**src/rtl/adc_moving_average_change_reporter_defines.svh**
```systemverilog
// ----------------------------------------------------------------------------
// Assertion macros for the moving-average change reporter
// Shared by every RTL file that checks its own logic; uses clk and arst_n.
// ----------------------------------------------------------------------------
`ifndef ADC_MOVING_AVERAGE_CHANGE_REPORTER_DEFINES_SVH
`define ADC_MOVING_AVERAGE_CHANGE_REPORTER_DEFINES_SVH

// same-cycle implication, checked out of reset
`define AMACR_ASSERT_NOW(label, ante, cons, msg) \
	label: assert property (@(posedge clk) disable iff (!arst_n) (ante) |-> (cons)) \
		else $error(msg);

// next-cycle implication, checked out of reset
`define AMACR_ASSERT_NEXT(label, ante, cons, msg) \
	label: assert property (@(posedge clk) disable iff (!arst_n) (ante) |=> (cons)) \
		else $error(msg);

`endif

```
**src/rtl/amacr_pkg.sv**
```systemverilog
// ----------------------------------------------------------------------------
// amacr_pkg
// Types and fixed constants of the moving-average change reporter.
// ----------------------------------------------------------------------------
`default_nettype none

package amacr_pkg;

	localparam int SAMPLE_W   = 12;
	localparam int MEAN_W     = 12;
	localparam int BUTTON_W   = 3;
	localparam int BYTE_W     = 8;
	localparam int CFG_W      = 12;
	localparam int CFG_IDX_W  = 2;
	localparam int SAMPLE_MAX = 4095;

	// input item kinds
	localparam logic ACT_SAMPLE = 1'b0;
	localparam logic ACT_BUTTON = 1'b1;

	// frame kinds
	localparam logic KIND_AVERAGE = 1'b0;
	localparam logic KIND_BUTTON  = 1'b1;

	// register indexes
	localparam logic [CFG_IDX_W-1:0] REG_CHANGE_THRESHOLD = 2'd0;
	localparam logic [CFG_IDX_W-1:0] REG_START_MARKER     = 2'd1;
	localparam logic [CFG_IDX_W-1:0] REG_VOLUME_TAG       = 2'd2;
	localparam logic [CFG_IDX_W-1:0] REG_END_MARKER       = 2'd3;

	// register reset values
	localparam logic [CFG_W-1:0]  RST_CHANGE_THRESHOLD = 12'd100;
	localparam logic [BYTE_W-1:0] RST_START_MARKER     = 8'd65;
	localparam logic [BYTE_W-1:0] RST_VOLUME_TAG       = 8'd86;
	localparam logic [BYTE_W-1:0] RST_END_MARKER       = 8'd88;

	// valid button numbers and digit base
	localparam logic [BUTTON_W-1:0] BUTTON_MIN = 3'd1;
	localparam logic [BUTTON_W-1:0] BUTTON_MAX = 3'd5;
	localparam logic [BYTE_W-1:0]   ASCII_ZERO = 8'd48;

	typedef struct packed {
		logic                action;
		logic [SAMPLE_W-1:0] sample;
		logic [BUTTON_W-1:0] button;
	} in_item_t;

	typedef struct packed {
		logic [BYTE_W-1:0] frame_byte;
		logic              last_byte;
	} out_item_t;

	// item leaving the averaging pipeline
	typedef struct packed {
		logic                valid;
		logic                action;
		logic [BUTTON_W-1:0] button;
		logic [MEAN_W-1:0]   mean;
	} mean_stage_t;

	// frame handed to the byte emitter
	typedef struct packed {
		logic                kind;
		logic [MEAN_W-1:0]   mean;
		logic [BUTTON_W-1:0] button;
	} frame_req_t;

	typedef struct packed {
		logic [BYTE_W-1:0] start_marker;
		logic [BYTE_W-1:0] volume_tag;
		logic [BYTE_W-1:0] end_marker;
	} markers_t;

endpackage

`default_nettype wire

```
**src/rtl/amacr_mean.sv**
```systemverilog
// ----------------------------------------------------------------------------
// amacr_mean
// Sample window and running sum; divides the sum by the window size.
// ----------------------------------------------------------------------------
`default_nettype none

`include "adc_moving_average_change_reporter_defines.svh"

module amacr_mean #(
	parameter int WINDOW = 10
) (
	input  wire logic                 clk,
	input  wire logic                 arst_n,
	input  wire logic                 adv,
	input  wire logic                 in_valid,
	input  wire amacr_pkg::in_item_t  in_item,
	output amacr_pkg::mean_stage_t    stage
);

	localparam int SUM_MAX = WINDOW * amacr_pkg::SAMPLE_MAX;
	localparam int SUM_W   = $clog2(SUM_MAX + 1);
	// exact floor division for every sum below 2**SUM_W
	localparam int SHIFT   = SUM_W + $clog2(WINDOW);
	localparam int RCP_W   = SUM_W + 1;
	localparam int PROD_W  = SUM_W + RCP_W;
	localparam logic [RCP_W-1:0] RECIP =
		RCP_W'(((64'd1 << SHIFT) + 64'(WINDOW) - 64'd1) / 64'(WINDOW));

	logic                                valid_s1;
	amacr_pkg::in_item_t                 item_s1;
	logic [amacr_pkg::SAMPLE_W-1:0]      ring_q [WINDOW];
	logic [SUM_W-1:0]                    sum_q;
	logic [SUM_W-1:0]                    sum_nx;
	logic                                shift_en;

	logic                                valid_s2;
	logic                                action_s2;
	logic [amacr_pkg::BUTTON_W-1:0]      button_s2;
	logic [SUM_W-1:0]                    sum_s2;
	logic [PROD_W-1:0]                   prod;

	logic                                valid_s3;
	logic                                action_s3;
	logic [amacr_pkg::BUTTON_W-1:0]      button_s3;
	logic [amacr_pkg::MEAN_W-1:0]        mean_s3;

	// stage 1: input register, and the valid bit of each stage
	always_ff @(posedge clk or negedge arst_n) begin
		if (!arst_n) begin
			valid_s1 <= 1'b0;
			valid_s2 <= 1'b0;
			valid_s3 <= 1'b0;
		end else if (adv) begin
			valid_s1 <= in_valid;
			valid_s2 <= valid_s1;
			valid_s3 <= valid_s2;
		end
	end

	always_ff @(posedge clk) begin
		if (adv) begin
			item_s1 <= in_item;
		end
	end

	// window shift and running sum: new sample in, oldest out
	assign shift_en = adv && valid_s1 && (item_s1.action == amacr_pkg::ACT_SAMPLE);
	assign sum_nx = SUM_W'(({1'b0, sum_q} + (SUM_W + 1)'(item_s1.sample))
		- (SUM_W + 1)'(ring_q[WINDOW-1]));

	always_ff @(posedge clk or negedge arst_n) begin
		if (!arst_n) begin
			for (int i = 0; i < WINDOW; i++) ring_q[i] <= '0;
			sum_q <= '0;
		end else if (shift_en) begin
			ring_q[0] <= item_s1.sample;
			for (int i = 1; i < WINDOW; i++) ring_q[i] <= ring_q[i-1];
			sum_q <= sum_nx;
		end
	end

	// stage 2: sum after this item, if it is a sample
	always_ff @(posedge clk) begin
		if (adv) begin
			action_s2 <= item_s1.action;
			button_s2 <= item_s1.button;
			sum_s2    <= sum_nx;
		end
	end

	// stage 3: mean by reciprocal multiply
	assign prod = PROD_W'(sum_s2) * PROD_W'(RECIP);

	always_ff @(posedge clk) begin
		if (adv) begin
			action_s3 <= action_s2;
			button_s3 <= button_s2;
			mean_s3   <= prod[SHIFT +: amacr_pkg::MEAN_W];
		end
	end

	assign stage.valid  = valid_s3;
	assign stage.action = action_s3;
	assign stage.button = button_s3;
	assign stage.mean   = mean_s3;

	`AMACR_ASSERT_NOW(sum_bound_a, 1'b1, sum_q <= SUM_W'(SUM_MAX), "running sum above window max")

endmodule

`default_nettype wire

```
**src/rtl/amacr_framer.sv**
```systemverilog
// ----------------------------------------------------------------------------
// amacr_framer
// Holds one frame and emits its bytes, one per cycle while the receiver does not stall, on the result channel.
// ----------------------------------------------------------------------------
`default_nettype none

`include "adc_moving_average_change_reporter_defines.svh"

module amacr_framer (
	input  wire logic                  clk,
	input  wire logic                  arst_n,
	input  wire logic                  load,
	input  wire amacr_pkg::frame_req_t req,
	input  wire amacr_pkg::markers_t   markers,
	output logic                       can_load,
	output logic                       rsp_valid,
	input  wire logic                  rsp_stall,
	output amacr_pkg::out_item_t       rsp_data
);

	// byte positions in a frame
	localparam logic [2:0] POS_START = 3'd0;
	localparam logic [2:0] POS_TAG   = 3'd1;
	localparam logic [2:0] POS_LOW   = 3'd2;
	localparam logic [2:0] POS_HIGH  = 3'd3;
	localparam logic [2:0] LAST_AVG  = 3'd4;
	localparam logic [2:0] LAST_BTN  = 3'd2;

	logic                           busy_q;
	logic [2:0]                     idx_q;
	logic                           kind_q;
	logic [amacr_pkg::MEAN_W-1:0]   mean_q;
	logic [amacr_pkg::BUTTON_W-1:0] button_q;
	logic [2:0]                     last_idx;
	logic                           last;
	logic [amacr_pkg::BYTE_W-1:0]   digit;
	logic [amacr_pkg::BYTE_W-1:0]   byte_sel;

	assign last_idx = (kind_q == amacr_pkg::KIND_BUTTON) ? LAST_BTN : LAST_AVG;
	assign last     = (idx_q == last_idx);
	assign can_load = !busy_q || (!rsp_stall && last);

	// frame control
	always_ff @(posedge clk or negedge arst_n) begin
		if (!arst_n) begin
			busy_q <= 1'b0;
			idx_q  <= '0;
		end else if (load) begin
			busy_q <= 1'b1;
			idx_q  <= POS_START;
		end else if (busy_q && !rsp_stall) begin
			if (last) begin
				busy_q <= 1'b0;
			end else begin
				idx_q <= idx_q + 3'd1;
			end
		end
	end

	always_ff @(posedge clk) begin
		if (load) begin
			kind_q   <= req.kind;
			mean_q   <= req.mean;
			button_q <= req.button;
		end
	end

	// byte select
	assign digit = amacr_pkg::ASCII_ZERO + amacr_pkg::BYTE_W'(button_q);

	always_comb begin
		byte_sel = markers.end_marker;
		if (kind_q == amacr_pkg::KIND_AVERAGE) begin
			case (idx_q)
				POS_START: byte_sel = markers.start_marker;
				POS_TAG:   byte_sel = markers.volume_tag;
				POS_LOW:   byte_sel = mean_q[7:0];
				POS_HIGH:  byte_sel = {4'b0000, mean_q[11:8]};
				default:   byte_sel = markers.end_marker;
			endcase
		end else begin
			case (idx_q)
				POS_START: byte_sel = markers.start_marker;
				POS_TAG:   byte_sel = digit;
				default:   byte_sel = markers.end_marker;
			endcase
		end
	end

	assign rsp_valid           = busy_q;
	assign rsp_data.frame_byte = byte_sel;
	assign rsp_data.last_byte  = last;

	`AMACR_ASSERT_NOW(idx_range_a, busy_q, idx_q <= last_idx, "byte index past end of frame")
	`AMACR_ASSERT_NEXT(frame_done_a, busy_q && !rsp_stall && last && !load, !busy_q, "frame not closed after last byte")

endmodule

`default_nettype wire

```
**src/rtl/adc_moving_average_change_reporter.sv**
```systemverilog
// ----------------------------------------------------------------------------
// adc_moving_average_change_reporter: moving average with change frames
// Items pass the input, sum, mean and frame registers; 1 item per cycle unless
// a frame waits for the emitter. A reporting item sends 5 frame bytes (average)
// or 3 (button) via the single frame emitter; reset clears the window.
// ----------------------------------------------------------------------------
`default_nettype none

`include "adc_moving_average_change_reporter_defines.svh"

module adc_moving_average_change_reporter #(
	parameter int WINDOW = 10
) (
	input  wire logic                                clk,
	input  wire logic                                arst_n,
	input  wire logic                                req_valid,
	output logic                                     req_stall,
	input  wire amacr_pkg::in_item_t                 req_data,
	output logic                                     rsp_valid,
	input  wire logic                                rsp_stall,
	output amacr_pkg::out_item_t                     rsp_data,
	input  wire logic                                cfg_we,
	input  wire logic [amacr_pkg::CFG_IDX_W-1:0]     cfg_index,
	input  wire logic [amacr_pkg::CFG_W-1:0]         cfg_wdata
);

	logic [amacr_pkg::CFG_W-1:0]  threshold_q;
	amacr_pkg::markers_t          markers_q;
	logic [amacr_pkg::MEAN_W-1:0] reported_q;

	amacr_pkg::mean_stage_t       st_s3;
	amacr_pkg::frame_req_t        req;
	logic [amacr_pkg::MEAN_W-1:0] diff;
	logic                         hit;
	logic                         btn_ok;
	logic                         emit;
	logic                         can_load;
	logic                         adv;
	logic                         load;
	logic                         upd;

	// configuration registers
	always_ff @(posedge clk or negedge arst_n) begin
		if (!arst_n) begin
			threshold_q            <= amacr_pkg::RST_CHANGE_THRESHOLD;
			markers_q.start_marker <= amacr_pkg::RST_START_MARKER;
			markers_q.volume_tag   <= amacr_pkg::RST_VOLUME_TAG;
			markers_q.end_marker   <= amacr_pkg::RST_END_MARKER;
		end else if (cfg_we) begin
			case (cfg_index)
				amacr_pkg::REG_CHANGE_THRESHOLD: threshold_q <= cfg_wdata;
				amacr_pkg::REG_START_MARKER: markers_q.start_marker <= cfg_wdata[7:0];
				amacr_pkg::REG_VOLUME_TAG:   markers_q.volume_tag   <= cfg_wdata[7:0];
				amacr_pkg::REG_END_MARKER:   markers_q.end_marker   <= cfg_wdata[7:0];
				default: ;
			endcase
		end
	end

	// averaging pipeline
	amacr_mean #(
		.WINDOW (WINDOW)
	) u_mean (
		.clk      (clk),
		.arst_n   (arst_n),
		.adv      (adv),
		.in_valid (req_valid),
		.in_item  (req_data),
		.stage    (st_s3)
	);

	// report decision on the item leaving the pipeline
	assign diff   = (st_s3.mean >= reported_q) ? (st_s3.mean - reported_q)
	                                           : (reported_q - st_s3.mean);
	assign hit    = (diff > threshold_q);
	assign btn_ok = (st_s3.button >= amacr_pkg::BUTTON_MIN)
	             && (st_s3.button <= amacr_pkg::BUTTON_MAX);
	assign emit   = st_s3.valid
	             && ((st_s3.action == amacr_pkg::ACT_SAMPLE) ? hit : btn_ok);

	// whole pipeline holds while a frame waits for the emitter
	assign adv       = !emit || can_load;
	assign req_stall = !adv;
	assign load      = emit && can_load;
	assign upd       = load && (st_s3.action == amacr_pkg::ACT_SAMPLE);

	always_ff @(posedge clk or negedge arst_n) begin
		if (!arst_n) begin
			reported_q <= '0;
		end else if (upd) begin
			reported_q <= st_s3.mean;
		end
	end

	assign req.kind   = (st_s3.action == amacr_pkg::ACT_BUTTON) ? amacr_pkg::KIND_BUTTON
	                                                            : amacr_pkg::KIND_AVERAGE;
	assign req.mean   = st_s3.mean;
	assign req.button = st_s3.button;

	// frame byte emitter
	amacr_framer u_framer (
		.clk       (clk),
		.arst_n    (arst_n),
		.load      (load),
		.req       (req),
		.markers   (markers_q),
		.can_load  (can_load),
		.rsp_valid (rsp_valid),
		.rsp_stall (rsp_stall),
		.rsp_data  (rsp_data)
	);

	`AMACR_ASSERT_NOW(no_overrun_a, req_valid && !req_stall, !(emit && !load), "item taken over a pending frame")
	`AMACR_ASSERT_NEXT(report_track_a, upd, reported_q == $past(st_s3.mean), "reported mean not updated")

endmodule

`default_nettype wire

```
**config.mk**
```make
export PLATFORM = sky130hd
export DESIGN_NAME = adc_moving_average_change_reporter
export DESIGN_NICKNAME = d
export VERILOG_FILES = /design/src/rtl/amacr_pkg.sv /design/src/rtl/amacr_mean.sv /design/src/rtl/amacr_framer.sv /design/src/rtl/adc_moving_average_change_reporter.sv
export VERILOG_INCLUDE_DIRS = /design/src /design/src/rtl
export SDC_FILE = /design/constraint.sdc
export NUM_CORES = 1
export LEC_CHECK = 0
export ABC_AREA = 0
export BUFFER_PORTS_ARGS = -buffer_cell sky130_fd_sc_hd__clkbuf_2
export CORE_MARGIN = 2
export CORE_UTILIZATION = 65
export CTS_BUF_LIST = sky130_fd_sc_hd__clkbuf_2 sky130_fd_sc_hd__clkbuf_4 sky130_fd_sc_hd__clkbuf_8
export DETAILED_ROUTE_END_ITERATION = 8
export GPL_TIMING_DRIVEN = 0
export PLACE_DENSITY = 0.83
export SLEW_MARGIN = 20
export SYNTH_ARGS = -nofsm -noshare
export SYNTH_HDL_FRONTEND = slang
export SYNTH_SLANG_ARGS = --single-unit
```
**constraint.sdc**
```tcl
create_clock -name clk -period 8.5 [get_ports clk]
set_clock_uncertainty 0.15 [all_clocks]
set_input_delay 0.85 -clock clk [delete_from_list [all_inputs] [get_ports clk]]
set_output_delay 0.85 -clock clk [all_outputs]
set_load 0.05 [all_outputs]
```
After elaboration in Yosys (flattened, before gate mapping):

Index checks and enable logic that the tools add are counted.

* $add $sub $neg: 6
* multipliers: 1
* order comparisons: 4
* equality and inequality tests: 8
* mux-type cells: 13
* bitwise gates (word level): 2
* reduce and logical (&&, ||, !) cells: 24

Operator list (number)
* 8-bit one-hot mux with 4 select lines: 1
* 16-bit by 16-bit multiplier with 31-bit output (second input constant): 1
* 12-bit subtractor: 2
* 16-bit by 12-bit adder with 16-bit output: 1
* 8-bit one-hot mux with 2 select lines: 1
* 16-bit by 12-bit subtractor with 16-bit output: 1
* 12-bit >= comparator: 1
* 12-bit > comparator: 1
* 12-bit two-way mux: 1
* 3-bit two-way mux: 4
* 2-bit AND reduction: 6
* 1-bit logical AND: 8
* 8-bit two-way mux: 1
* 6-bit by 3-bit adder with 7-bit output (first input constant): 1
* 3-bit by 2-bit equality test with 1-bit output (second input constant): 2
* 1-bit two-way mux: 5
* 2-bit equality test (second input constant): 2
* 1-bit zero test: 4
* 2-bit nonzero test: 2
* 3-bit by 1-bit adder with 3-bit output (second input constant): 1
* 3-bit by 1-bit equality test with 1-bit output (second input constant): 1
* 3-bit equality test: 1
* 3-bit by 1-bit >= comparator with 1-bit output (second input constant): 1
* 3-bit <= comparator (second input constant): 1
* 6 further kinds: 8

* bits in registers: 259
* input port bits: 35
* output and inout port bits: 11

Logic depth before layout (Yosys ltp):

Gate-level depths: netlist (run 1).

* depth in word-level cells: 9
* depth in mapped cells: 22
* mapped depth without buffers: 20

Hierarchy:

From an unflattened synthesis (run 1), not the netlist that was laid out.

* cells, all modules: 1703
* area, all modules: 16912.5 um2

Modules (own cells, without submodules)
* amacr_mean: instances 1, cells an instance 1266, area an instance 12450.7 um2, sequential area each 5039.8 um2
* adc_moving_average_change_reporter: instances 1, cells an instance 311, area an instance 3191.8 um2, sequential area each 1216.2 um2
* amacr_framer: instances 1, cells an instance 126, area an instance 1270.0 um2, sequential area each 580.6 um2

Least setup slack after synthesis (run 1):

OpenSTA, ideal clock, no wires.

* kind: flip-flop to output port
* start: reg u_mean.mean_s3[0] (netlist name)
* end: out req_stall
* data arrival time: 5.615 ns
* slack: 1.885 ns
* cell stages (with the launch flop): 18
* path through: edfxtp_1 -> inv_1 -> ha_1 -> inv_1 -> fa_1 -> a21o_1 -> a21oi_1 -> a21oi_1 -> o21bai_1 -> buf_2 -> mux2i_1 -> xnor2_1 -> ha_1 -> and3_1 -> a221oi_2 -> o2bb2ai_1 -> o311ai_4 -> inv_1

* word-level cells in the longest chain between the ends: 8
* elaborated cells between the ends (all ways): 10
* classes of those cells: 2 x add/sub; 2 x order compare; 2 x mux; 4 x reduce/logical

Ends and longest elaborated chain
* start: declaration: line amacr_mean.sv:45 `logic [amacr_pkg::MEAN_W-1:0] mean_s3;`
* start signal: assignment: line amacr_mean.sv:98 `mean_s3 <= prod[SHIFT +: amacr_pkg::MEAN_W];`
* 12-bit subtractor (tied with other cells): line adc_moving_average_change_reporter.sv:74 `: (reported_q - st_s3.mean);`
* 12-bit two-way mux (*): line adc_moving_average_change_reporter.sv:73 `assign diff = (st_s3.mean >= reported_q) ? (st_s3.mean - reported_q)`
* 12-bit > comparator (*): line adc_moving_average_change_reporter.sv:75 `assign hit = (diff > threshold_q);`
* 1-bit two-way mux (*): line adc_moving_average_change_reporter.sv:79 `&& ((st_s3.action == amacr_pkg::ACT_SAMPLE) ? hit : btn_ok);`
* 1-bit logical AND (*): line adc_moving_average_change_reporter.sv:79
* 1-bit zero test (*): line adc_moving_average_change_reporter.sv:82 `assign adv = !emit || can_load;`
* 1-bit logical OR (*): line adc_moving_average_change_reporter.sv:82
* 1-bit zero test (*): line adc_moving_average_change_reporter.sv:83 `assign req_stall = !adv;`
* end: declaration: line adc_moving_average_change_reporter.sv:17 `output logic req_stall,`

Every way passes the cells marked *; elsewhere a longest branch is shown, timed or not.

Worst setup path after layout (run 1):

Ends and elaborated chain as after synthesis.

==> results of run 1 <==
logic make-up (layout without fill, tap and decap cells):
kind of cell | after synthesis | after routing | synth area share
AND/OR/NAND/NOR | 161 | 161 | 0.04538
buffers and inverters | 303 | 427 | 0.07141
multiplexers | 158 | 158 | 0.1194
adder cells (fa/ha/maj) | 274 | 274 | 0.2425
flip-flops | 259 | 259 | 0.4018
XOR/XNOR | 45 | 45 | 0.02316
AO/OA/AOI/OAI | 247 | 247 | 0.09634
through the flow:
stage	setup WS, ns	hold slack (ns)	utilization
floorplan	1.885	0.2503	-
global placement	1.010	0.2524	0.6815
detailed placement	2.046	0.2545	0.6859
CTS	2.024	0.06683	0.7173
global route	1.696	0.09044	0.7173
finish	1.970	0.06631	0.7173
worst min-delay path by stage:
stage,startpoint,to,depth (start not counted)
after floorplan,u_mean.action_s2,u_mean.action_s3,0
after global placement,u_mean.action_s2,u_mean.action_s3,0
after detailed placement,u_mean.action_s2,u_mean.action_s3,0
after CTS,arst_n,threshold_q[1],1
after global routing,arst_n,reported_q[10],1
final,arst_n,reported_q[10],1
layer usage:
layer | global-route usage | vias to the layer above | routed length [um]
li1 | - | 5122 | -
met1 | 0.3446 | 5467 | 14800
met2 | 0.4378 | 332 | 17000
met3 | 0.04290 | 107 | 1889
met4 | 0.09905 | 0 | 1258
met5 | 0 | - | 0
synth_stat cells (all sizes together), types with 9 or more instances:
library cell  number  area (um2)
mux2i              9       90.09
a21o              27       202.7
o21ai             68       340.3
nor2              27       101.4
nor3              10       50.05
ha               181        2265
o211ai            13       97.59
a21oi             52       260.3
mux2             149        1941
fa                93        1862
nand2             72       270.3
inv              269        1010
xor2              22       192.7
xnor2             23       201.4
dfrtp            179        4479
o21a              14       105.1
dfstp             12       315.3
clkbuf            20       75.07
buf               13       126.4
edfxtp            68        2042
registers in the layout, indices dropped and copies added, names as in the netlist, 12 cells and up:
| signal | cells |
|---|---|
| u_mean.ring_q | 120 |
| threshold_q | 12 |
| u_mean.mean_s3 | 12 |
| u_mean.sum_q | 16 |
| u_mean.sum_s2 | 16 |
| markers_q | 24 |
| reported_q | 12 |
| u_framer.mean_q | 12 |
| u_mean.item_s1 | 16 |
worst max-delay path: cells and delay by family (launching register included):
family / cells / cell delay (ns)
compound gates: 7 / 1.99
xor+xnor: 1 / 0.15
fa+ha+maj: 3 / 0.83
buf+inv: 6 / 1.08
flops: 1 / 0.44
mux: 1 / 0.26
simple gates: 1 / 0.22
area by class of cell:
class	count	area (um2)	area share
Buffer	33	201.4	0.01084
Clock inverter	10	58.81	0.003164
Multi-Input combinational cell	885	8965	0.4823
Sequential cell	259	6837	0.3678
Tap cell	335	419.2	0.02255
Inverter	270	1013	0.05453
Clock buffer	63	754.5	0.04059
Timing Repair Buffer	51	337.8	0.01818
==> results.ini, run 1 <==
[status]
status = completed

[worst_setup_path]
worstSetupPathType = register to primary output
cp-startpoint = u_mean.mean_s3[0]
cp_common_cell = inv_1
arrival_ns = 5.53
crit_chain = inv_1, ha_1, inv_1, fa_1, a21o_1, a21oi_1, a21oi_1, o21bai_1, buf_2, mux2i_1, xnor2_1, ha_1, and3_1, a221oi_2, o2bb2ai_1, o311ai_4, buf_6, inv_1, clkbuf_2
endpoint = req_stall
slowest_stage = o21bai_1
cp.required_ns = 7.50
critPathMaxStageDelay_ns = 0.57
reg2regPathDepth = 18
timing.rr.end = u_mean.mean_s3[11]
worstReg2RegStart = u_mean.sum_s2[4]
worstSetupEndpointType = primary output
r2r_slack_ns = 2.00
cp_max_fo = 14
crit_path_start_kind = register

[placed_design]
dp_cells = 1833
placed_area_um2 = 17770
post-dp-hpwl_um = 26520
gp_congestion = 0.9331
portBuffers = 45

[layout]
fillers = 1716
final_cell_mix = inv_1 (269), ha_1 (181), dfrtp_1 (179), fa_1 (93), nand2_1 (72)
fin_area_um2 = 18590
stdcell_count = 1906
insertedDiodeCount = 0
syn2layout_area_growth_pct = 9.244
mostFrequentLayoutCell = inv_1
nets = 1849
drive_above_1_share = 0.1852

[synth]
synth.distinct_cells = 67
synthFlopType = dfrtp_1
synth_warnings = 0
seq_area_frac_synth = 0.4018
syn-cell-area_um2 = 17010
syn_nets = 1756
avgSynthCellArea_um2 = 11.76
synthArstFlopShare = 0.7375
synth-seq-cells = 259
syn_inst = 1447
synth_edf_count = 68

[sta]
rsz0062_at_grt = false
finalSetupTns_ns = 0
tightest_slew_ns = 1.003
fmax_mhz = 153.1
finalCriticalPeriod_ns = 6.530
relSlewSlack = 0.3232
finalSetupViolations = 0
finalHoldViolCount = 0
finalCritPeriodShare = 0.7682
drv_slew = 0

[die]
die_h_um = 165.8
dieArea_um2 = 27480
rows = 59
core-area_um2 = 25910
initial_utilization = 0.6566
die_width_um = 165.8
io_pins = 46

[clock_network]
cts_resized = 0
post_cts_buffers = 0
clk_pin_slew_ns = 0.06
numCtsBuffers = 40
cts_tree = yes
cts_max_level = 2
root_buffer = clkbuf_8
clock_sinks = 259
clockBufferDepth = 3
clock_latency_ns = 0.56
cts_hold_buf = 0

[routing]
drt-total-wl_um = 34950
dr.first_iter.drc_count = 774
vias_per_cell = 5.786
route.vias.total = 11028
wl_per_cell_um = 18.34
drc_errors = 0
first_pass_iters = 5
ant_nets = 0

[global_routing]
grt_pass1_vias = 11604
grt_pass1_wl_um = 57820
grt_max_degree = 84
grt_usage = 0.2608
grt_antenna_before_repair = 0
grt-ovfl-total = 0

[flow_run]
cap_violations = 0

[hold_path]
hp-class = input port to async pin

Power of run 1 is not shown: default switching activity piles up to over one toggle a cycle in this logic, so the estimate is an artifact.
==> run 2: changes to the inputs <==
==> constraint.sdc (replaced) <==
create_clock -name clk -period 6.1 [get_ports clk]
set_clock_uncertainty 0.15 [all_clocks]
set_input_delay 0.61 -clock clk [delete_from_list [all_inputs] [get_ports clk]]
set_output_delay 0.61 -clock clk [all_outputs]
set_load 0.05 [all_outputs]
==> run 2 against run 1 <==
First-iteration DRC count is 1.0% lower. Setup slack lost 1.8 ns. Non-clock buffer count up 11. Register-to-register slack lost 1.9 ns. Sequential share of layout area is 0.65 points lower. Final cell count grew 0.84%. Utilization is 1.3 points higher. Clock-buffer cell count grew 3. Critical path depth stayed put. Highest routed layer unchanged.
==> results.ini, run 2 (synthesis results as in run 1) <==
[status]
status = completed

[routing]
route.vias.total = 11212  ; +1.7%
drc_errors = 0  ; unchanged
ant_nets = 0  ; unchanged
drt-total-wl_um = 36780  ; +5.2%
wl_per_cell_um = 19.13  ; +4.3%
dr.first_iter.drc_count = 766  ; -1.0%
vias_per_cell = 5.834  ; +0.82%
first_pass_iters = 6  ; +1

[die]
core-area_um2 = 25910  ; unchanged
die_width_um = 165.8  ; unchanged
die_h_um = 165.8  ; unchanged
initial_utilization = 0.6566  ; unchanged
rows = 59  ; unchanged
dieArea_um2 = 27480  ; unchanged
io_pins = 46  ; unchanged

[hold_path]
whs_endpoint = u_mean.item_s1[15]
hp-class = input port to register
hp-start = req_data[15]
holdPathStages = 1

[clock_network]
clk_pin_slew_ns = 0.06  ; about the same
clock_sinks = 259  ; unchanged
cts_tree = yes
cts_max_level = 2  ; unchanged
root_buffer = clkbuf_8
numCtsBuffers = 42  ; +5.0%
clockBufferDepth = 3  ; unchanged
clock_latency_ns = 0.55  ; about the same

[flow_run]
cap_violations = 0  ; unchanged

[layout]
fillers = 1640  ; -4.4%
fin_area_um2 = 18920  ; +1.8%
drive_above_1_share = 0.2023  ; +0.01704
ff_latch_area_um2 = 6837  ; unchanged
insertedDiodeCount = 0  ; unchanged
mostFrequentLayoutCell = inv_1
syn2layout_area_growth_pct = 11.21
largest_register = u_mean.ring_q
top_regs = u_mean.ring_q x120, markers_q x24
final_cell_mix = inv_1 (269), dfrtp_1 (179), ha_1 (177), fa_1 (93), nand2_1 (72)
largest_reg_flops = 120  ; unchanged
nets = 1862  ; +0.70%
multi_input_area_um2 = 9066  ; +1.1%

[worst_setup_path]
arrival_ns = 6.12  ; +0.59 ns
worstSetupPathType = register to register
r2r_slack_ns = 0.13  ; -1.87 ns
worstReg2RegStart = u_mean.sum_s2[3]
cp.required_ns = 6.25  ; -1.25 ns
crit_path_start_kind = register
reg2regPathDepth = 19  ; +1
worstSetupEndpointType = register
timing.rr.end = u_mean.mean_s3[5]
cp_max_fo = 7  ; -7

[global_routing]
grt-ovfl-total = 0  ; unchanged
grt_max_degree = 83  ; -1.2%
grt_pass1_vias = 12046  ; +3.8%
grt_antenna_before_repair = 0  ; unchanged
grt_usage = 0.2701  ; +0.009213
grt_pass1_wl_um = 60130  ; +4.0%

[sta]
tightest_slew_ns = 0.8281  ; -0.1744 ns
fmax_mhz = 167.5
finalCriticalPeriod_ns = 5.969
drv_slew = 0  ; unchanged
finalSetupViolations = 0  ; unchanged
finalCritPeriodShare = 0.9786
relSlewSlack = 0.4473  ; +0.1242
finalHoldViolCount = 0  ; unchanged

[placed_design]
post-dp-hpwl_um = 27430  ; +3.4%
placed_area_um2 = 17790  ; +0.12%
gp_congestion = 0.9335  ; about the same
portBuffers = 45  ; unchanged

-- run 2: through the flow --
stage	std cells	utilization	hold slack (ns)	worst slack, ns	setup TNS, ns
final	1922	0.7302	0.07728	0.1307	0
after global routing	1922	0.7302	0.05580	-0.06075	-0.09750
after CTS	1912	0.7248	0.05537	-0.01470	-0.02702
after detailed placement	1833	0.6868	0.2552	-0.2599	-0.2835
after global placement	1827	0.6820	0.2514	-0.8670	-110.41
after floorplan	1447	-	0.1644	0.06157	0
-- run 2: layer usage --
layer	part of all wire	wire length, um	global-route usage	vias up
met5	0	0	0	-
met4	0.040	1461	0.1093	0
met3	0.058	2123	0.04933	111
met2	0.49	17880	0.4512	400
met1	0.42	15310	0.3523	5563
li1	-	-	-	5138
-- run 2: how the worst max path moves through the flow --
stage / startpoint / cells after the start / slack (ns) / end
global placement: u_mean.mean_s3[0] / 20 / -0.87 / u_mean.ring_q[70]
finish: u_mean.sum_s2[3] / 19 / 0.13 / u_mean.mean_s3[5]
global route: u_mean.sum_s2[3] / 19 / -0.06 / u_mean.mean_s3[5]
floorplan: u_mean.mean_s3[0] / 17 / 0.06 / req_stall
detailed placement: u_mean.sum_s2[4] / 18 / -0.26 / u_mean.mean_s3[11]
CTS: u_mean.sum_s2[4] / 17 / -0.01 / u_mean.mean_s3[10]
-- run 2: repair_timing --
action | CTS | global route
pin swaps | 0 | 3
hold buffers | 1 | 0
endpoints found under the setup margin | 3 | 6
gates resized for setup | 4 | 11
buffers inserted | 0 | 10
hold endpoints to repair | 52 | 0
-- run 2: worst max-delay path, stage by stage, from the launching register on --
cell	delay, ns
edfxtp_1	0.55
ha_4	0.36
inv_1	0.07
fa_1	0.54
inv_1	0.06
fa_1	0.51
fa_1	0.54
fa_1	0.55
inv_1	0.06
fa_1	0.53
inv_1	0.05
ha_2	0.33
a21oi_2	0.17
o211ai_1	0.11
a21o_1	0.24
a221oi_4	0.39
buf_4	0.19
o21bai_1	0.08
a21oi_1	0.18
xnor2_1	0.07
-- run 2: layout make-up --
type / count / area share
clock buffer: 66 / 0.04371
inverter: 270 / 0.05356
tap: 335 / 0.02215
sequential: 259 / 0.3613
clock inverter: 12 / 0.006348
timing repair buffer: 62 / 0.02275
multi-input combinational: 885 / 0.4792
buffer: 33 / 0.01098
Power of run 2 is left out for the same reason.
